$ cat src/rtl/rossler_rk4_step_assert.svh
// Assertion macros for the Rossler RK4 block
`ifndef ROSSLER_RK4_STEP_ASSERT_SVH
`define ROSSLER_RK4_STEP_ASSERT_SVH
// antecedent implies consequent on the next edge
`define RK_ASSERT_NEXT(label, clk, rst_n, ante, cons, msg) \
	label: assert property (@(posedge clk) disable iff (!rst_n) (ante) |=> (cons)) \
		else $error(msg);
// condition holds at every edge
`define RK_ASSERT_ALWAYS(label, clk, rst_n, cond, msg) \
	label: assert property (@(posedge clk) disable iff (!rst_n) (cond)) else $error(msg);
`endif

$ cat src/rtl/rk4_pkg.sv
`timescale 1ns / 1ps
package rk4_pkg;
	typedef enum logic [1:0] {
		ST_IDLE,
		ST_RUN,
		ST_OUT
	} state_t;

	localparam logic [2:0] REG_A  = 3'd0;
	localparam logic [2:0] REG_B  = 3'd1;
	localparam logic [2:0] REG_C  = 3'd2;
	localparam logic [2:0] REG_H  = 3'd3;
	localparam logic [2:0] REG_SX = 3'd4;
	localparam logic [2:0] REG_SY = 3'd5;
	localparam logic [2:0] REG_SZ = 3'd6;

	// (2^32 - 1) / 3, reciprocal used for the divide by 6
	localparam logic signed [31:0] RCP_THIRD = 32'sh5555_5555;

	// Micro-op select for the shared ALU
	typedef enum logic [1:0] {
		OP_MUL,
		OP_ADD,
		OP_SUB,
		OP_RCP
	} alu_op_t;

	function automatic logic signed [31:0] sat32(input logic signed [35:0] v);
		if (v > 36'sh0_7FFF_FFFF) return 32'sh7FFF_FFFF;
		else if (v < -36'sh0_8000_0000) return 32'sh8000_0000;
		else return v[31:0];
	endfunction
endpackage

$ cat src/rtl/rk4_alu.sv
`timescale 1ns / 1ps
// Shared ALU: Q-format multiply with floor shift, saturating add/sub,
// or reciprocal multiply (product >> 30) for the divide by 6.
// Result registered.
module rk4_alu #(
	parameter int FRAC_BITS = 24
) (
	input  logic                 clk,
	input  rk4_pkg::alu_op_t     op,
	input  logic signed [31:0]   opa,
	input  logic signed [31:0]   opb,
	output logic signed [31:0]   res_q
);
	logic signed [63:0] prod;
	logic signed [63:0] shr;
	logic signed [35:0] sum;
	logic signed [31:0] res_d;

	always_comb begin
		prod = opa * opb;
		shr = prod >>> FRAC_BITS;
		sum = 36'(opa) + 36'(opb);
		case (op)
			rk4_pkg::OP_MUL: begin
				if (shr > 64'sh7FFF_FFFF) res_d = 32'sh7FFF_FFFF;
				else if (shr < -64'sh8000_0000) res_d = 32'sh8000_0000;
				else res_d = shr[31:0];
			end
			rk4_pkg::OP_ADD: res_d = rk4_pkg::sat32(36'(opa) + 36'(opb));
			rk4_pkg::OP_SUB: res_d = rk4_pkg::sat32(36'(opa) - 36'(opb));
			// operands are nonnegative here, quotient estimate fits in 31 bits
			rk4_pkg::OP_RCP: res_d = prod[61:30];
			default: res_d = sum[31:0];
		endcase
	end

	always_ff @(posedge clk) begin
		res_q <= res_d;
	end
endmodule
$ cat config.mk
export PLATFORM = sky130hd
export DESIGN_NAME = rk4_alu
export DESIGN_NICKNAME = d
export VERILOG_FILES = /design/src/rtl/rossler_rk4_step_assert.svh /design/src/rtl/rk4_pkg.sv /design/src/rtl/rk4_alu.sv
export SDC_FILE = /design/constraint.sdc
export NUM_CORES = 2
export LEC_CHECK = 0
export BUFFER_PORTS_ARGS = -buffer_cell sky130_fd_sc_hd__buf_2
export CORE_MARGIN = 2
export CORE_UTILIZATION = 40
export DETAILED_ROUTE_END_ITERATION = 6
export GPL_TIMING_DRIVEN = 0
export SYNTH_ARGS = -nofsm -noshare
export SYNTH_HDL_FRONTEND = slang
export SYNTH_SLANG_ARGS = --single-unit
$ cat constraint.sdc
create_clock -name clk -period 9.6 [get_ports clk]
set_clock_uncertainty 0.15 [all_clocks]
set_input_delay 0.48 -clock clk [delete_from_list [all_inputs] [get_ports clk]]
set_output_delay 0.48 -clock clk [all_outputs]
set_load 0.02 [all_outputs]
# Yosys cells after proc, flatten, opt, wreduce, memory -nomap -nowiden
# Index checks and enable logic that the tools add are counted.
# totals
reg_bits	32
input_bits	67
out_inout_bits	32
elab_cells	21
# classes
add_sub_neg	2
multipliers	1
n_lt_le_gt_ge	6
n_eq_ne	3
n_mux	7
reduce_logical	1
# ops
op	n
$mux W32	6
$pmux W32 S4	1
$gt A33 B32 Y1 const B	2
$lt A33 B32 Y1 const B	2
$mul A32 B32 Y64	1
$gt A40 B32 Y1 const B	1
$lt A40 B32 Y1 const B	1
$add A32 B32 Y33	1
$sub A32 B32 Y33	1
$eq A2 B2 Y1 const B	2
$eq A2 B1 Y1 const B	1
$logic_not A2 Y1	1

# Longest topological paths before layout
# depth
word_depth	5
ltp_mapped	32
ltp_nobuf	29

# Worst setup path before layout
# OpenSTA, ideal clock, no wires.
# synth_path
path_kind	input to register
start	input opa[31]
end	register res_q[24]
setup_ns	0.131
arrival_ns	9.289
required_time_ns	9.319
setup_slack_ns	0.030
path_stages	28
n_path_buf	4
cell_sequence	clkbuf_1 > clkbuf_1 > nand2_1 > inv_1 > fa_1 > fa_1 > fa_1 > fa_1 > inv_1 > fa_1 > inv_1 > fa_1 > inv_1 > fa_1 > inv_1 > fa_1 > ha_1 > clkbuf_1 > a21o_1 > or4_1 > a41o_1 > a21bo_1 > or4_2 > a21oi_2 > nand4_2 > o32ai_4 > buf_6 > a32oi_1
# synth_between
elab_chain_cells	5
word_cells_on_any_way	16
cone_classes	add/sub (2); mul (1); order compare (6); mux (7)
# synth_lines
element	line_no	rtl
start, declared	rk4_alu.sv:10	input logic signed [31:0] opa,
$mul A32 B32 Y64 (tied with other cells)	rk4_alu.sv:20	prod = opa * opb;
$lt A40 B32 Y1 or $lt A33 B32 Y1 (tied branches)	rk4_alu.sv:26, rk4_pkg.sv:30	
$mux W32, on equally long branches	rk4_alu.sv:26, rk4_pkg.sv:30	
$mux W32, on equally long branches	rk4_alu.sv:25, rk4_pkg.sv:29	
$pmux W32 S4 *	rk4_alu.sv:23	case (op)
named net res_d[24]	rk4_alu.sv:17	logic signed [31:0] res_d;
end signal, assigned	rk4_alu.sv:38	res_q <= res_d;
end, declared	rk4_alu.sv:12	output logic signed [31:0] res_q
# The timed path passes the listed nets; every way through them passes the cells marked *.

# Worst setup path in the final report
# layout_path
start	input opb[10]
end	register res_q[30]
# layout_between
elab_chain_cells	5
word_cells_on_any_way	16
cone_classes	add/sub (2); mul (1); order compare (6); mux (7)
# layout_lines
element	line_no	rtl
start, declared	rk4_alu.sv:11	input logic signed [31:0] opb,
$mul A32 B32 Y64 (tied with other cells)	rk4_alu.sv:20	
$lt A40 B32 Y1 or $lt A33 B32 Y1 (tied branches)	rk4_alu.sv:26, rk4_pkg.sv:30	
$mux W32, on equally long branches	rk4_alu.sv:26, rk4_pkg.sv:30	
$mux W32, on equally long branches	rk4_alu.sv:25, rk4_pkg.sv:29	
$pmux W32 S4 *	rk4_alu.sv:23	
named net res_d[30]	rk4_alu.sv:17	
# Marked as above.

==> impl_metrics.yaml <==
logic_synthesis:
  synth_compound_area_frac: 0.0829
  synthMuxAreaShare: 0.00150
  synthArstFlopShare: 0
  synth_edf_count: 0
  ys_ff_latch: 32
  synth_warnings: 0
  synth_simple_gate_area_frac: 0.165
  synth_area_leaders: "fa_1, inv_1, ha_1"
  synth_top_flop_cell: "dfxtp_1"
  ys_seq_area_frac: 0.0154
  synth_most_common_cell: "fa_1"
  syn-cell-area_um2: 41600
  yosys.area_share.xor_xnor: 0.0198
  yosysTopAreaCellShare: 0.522
  synth.distinct_cells: 103
  avgSynthCellArea_um2: 9.01
  synthesis.instances: 4615
  yosysTopAreaCell: "fa_1"
  synth_top_family_by_area: "adder cells"
  synthAdderAreaFrac: 0.595
  synth_top_cells_by_count: "fa_1, inv_1, nand2_1"
  syn_nets: 6010
timing:
  relSlewSlack: 0.229
  timing.fmax_mhz: 105
  drv_slew: 0
  hold_violations: 0
  period_minus_slack_ns: 9.50
  setup_viol: 0
  tns_ns: 0
  worst_pin_slew_ns: 1.16
  final.period_utilization: 0.990
clock_tree:
  cts_tree: "yes"
  cts_hold_buf: 0
  cts_max_level: 2
  clk_pin_slew_ns: 0.05
  cts_buffers: 5
  cts_buffer_depth: 2
  clock_sinks: 32
  cts-root-buf: "clkbuf_16"
detailed_routing:
  drt_iter0_markers: 3040
  routed_wl_um: 171000
  route.detailed.drc: 0
  dr.pass1.iters: 5
  wl_per_cell_um: 27.8
  via_per_inst: 5.50
  vias: 33777
  final_antenna_net_count: 0
placement:
  gp_congestion: 1.02
  numPortBuffers: 98
  dpl.hpwl_um: 147000
min_path:
  min-delay-start: "opb[0]"
  min_path_cells: 4
  hold_end: "res_q[0]"
  hold_path.class: "input pin to flip-flop"
floorplan:
  die_h_um: 326
  die_area_um2: 107000
  rows: 118
  top_level_ports: 99
  die_w_um: 326
  coreArea_um2: 103000
  start_util: 0.402
setup_path:
  worstPathArrival_ns: 9.55
  cp-end-kind: "flip-flop"
  cp.required_ns: 9.65
  max_stage_delay_ns: 0.64
  crit_path_top_delay_cell: "fa_1"
  critical_path.max_fanout: 10
  startpoint_type: "input pin"
  critPathKind: "input pin to flip-flop"
  crit_top_cell: "fa_1"
run:
  maxCapViolCount: 0
cells_and_area:
  largest_reg_flops: 32
  largest-register: "res_q"
  fin_nets: 6137
  utilization: 0.433
  nFillCells: 10399
  drive_above_1_share: 0.0864
  syn2layout_area_growth_pct: 7.77
  top_regs: "res_q (32)"
global_route:
  grt_max_degree: 27
  grt_first_pass_wirelength_um: 250000
  grt_pass1_vias: 36359
  grt_overflow: 0
  antenna_found_initial: 27
  grt_usage: 0.327
status:
  status: "complete, no violations"
[cells by family after synthesis]
group,after synthesis
fa+ha+maj,1328
compound gates,499
flops,32
mux,5
buf+inv,1286
simple gates,1372
xor+xnor,93
[repair_timing]
action | CTS | global route
buffers inserted | 23 | 8
pin swaps | 9 | 10
setup endpoints to repair | 32 | 31
resized for setup | 134 | 194
[worst max-delay path, delay by kind of cell]
family,cells,cell delay (ns)
AOI/OAI and AO/OA,5,1.28
and+or+nand+nor,7,1.29
adders and majority gates,9,4.61
buffers and inverters,10,1.83
[area by class of cell]
type | count | area (um2) | share of cell area
clock inverters | 2 | 15.0 | 0.000335
flip-flops and latches | 32 | 641 | 0.0143
repair buffers | 129 | 766 | 0.0171
multi-input cells | 3297 | 36200 | 0.808
clock buffers | 6 | 139 | 0.00310
diodes | 21 | 52.6 | 0.00117
well taps | 1380 | 1730 | 0.0385
inverters | 1021 | 3860 | 0.0863
plain buffers | 256 | 1410 | 0.0314
[layer usage]
metal	up-vias	GRT usage	wire length, um
met2	1778	0.505	75000
met5	-	0	85
met3	473	0.0689	16900
met4	14	0.208	14000
li1	14105	-	-
met1	17407	0.421	65100
[per-stage QoR]
| step | hold slack (ns) | setup slack [ns] | cells | cell area (um2) |
|---|---|---|---|---|
| 2_1_floorplan | 0.605 | 0.0298 | 4615 | 41600 |
| 3_3_place_gp | 0.746 | -3.56 | 6093 | 43800 |
| 3_5_place_dp | 0.745 | -3.43 | 6093 | 43800 |
| 4_1_cts | 0.689 | 0.00142 | 6117 | 44400 |
| 5_1_grt | 0.707 | -0.0334 | 6127 | 44800 |
| 6_report | 0.697 | 0.0974 | 6144 | 44800 |
[cell usage in the layout (no fill, tap or decap), types with 11 or more instances in the layout]
cell      Yosys  layout
clkbuf_1    229      86
buf_2        12     116
and2_1      473     473
o31ai_1      15      14
a32oi_1      21      21
nand2_1     570     569
xnor2_1      64      64
nand4_1      29      29
o211ai_1     12      12
buf_4         1      35
clkbuf_4      1      18
fa_1       1083    1075
clkbuf_2      2     103
o21a_1       17      17
a21oi_1     129     129
o21bai_1     23      22
ha_1        245     235
a22oi_1      24      24
nor2_1      135     130
xor2_1       28      27
a211oi_1     13      11
nor3_1       24      24
o21ai_0      98      97
nand3_1      28      26
a21o_1       31      31
or3_1        14      13
diode_2       0      21
dfxtp_1      32      32
a31oi_1      14      13
nand2b_1     28      28
inv_1      1020    1007
[worst max path at each step]
stage               startpoint        end  slack [ns]  cells after the start
floorplan              opa[31]  res_q[24]        0.03                     28
global placement       opa[31]  res_q[30]       -3.56                     30
detailed placement     opa[31]  res_q[30]       -3.43                     30
CTS                    opb[27]  res_q[30]       0.001                     27
global route            opb[4]  res_q[24]       -0.03                     30
finish                 opb[10]  res_q[30]         0.1                     31
Power is not shown: default switching activity piles up to over one toggle a cycle in this logic, so the estimate is an artifact.
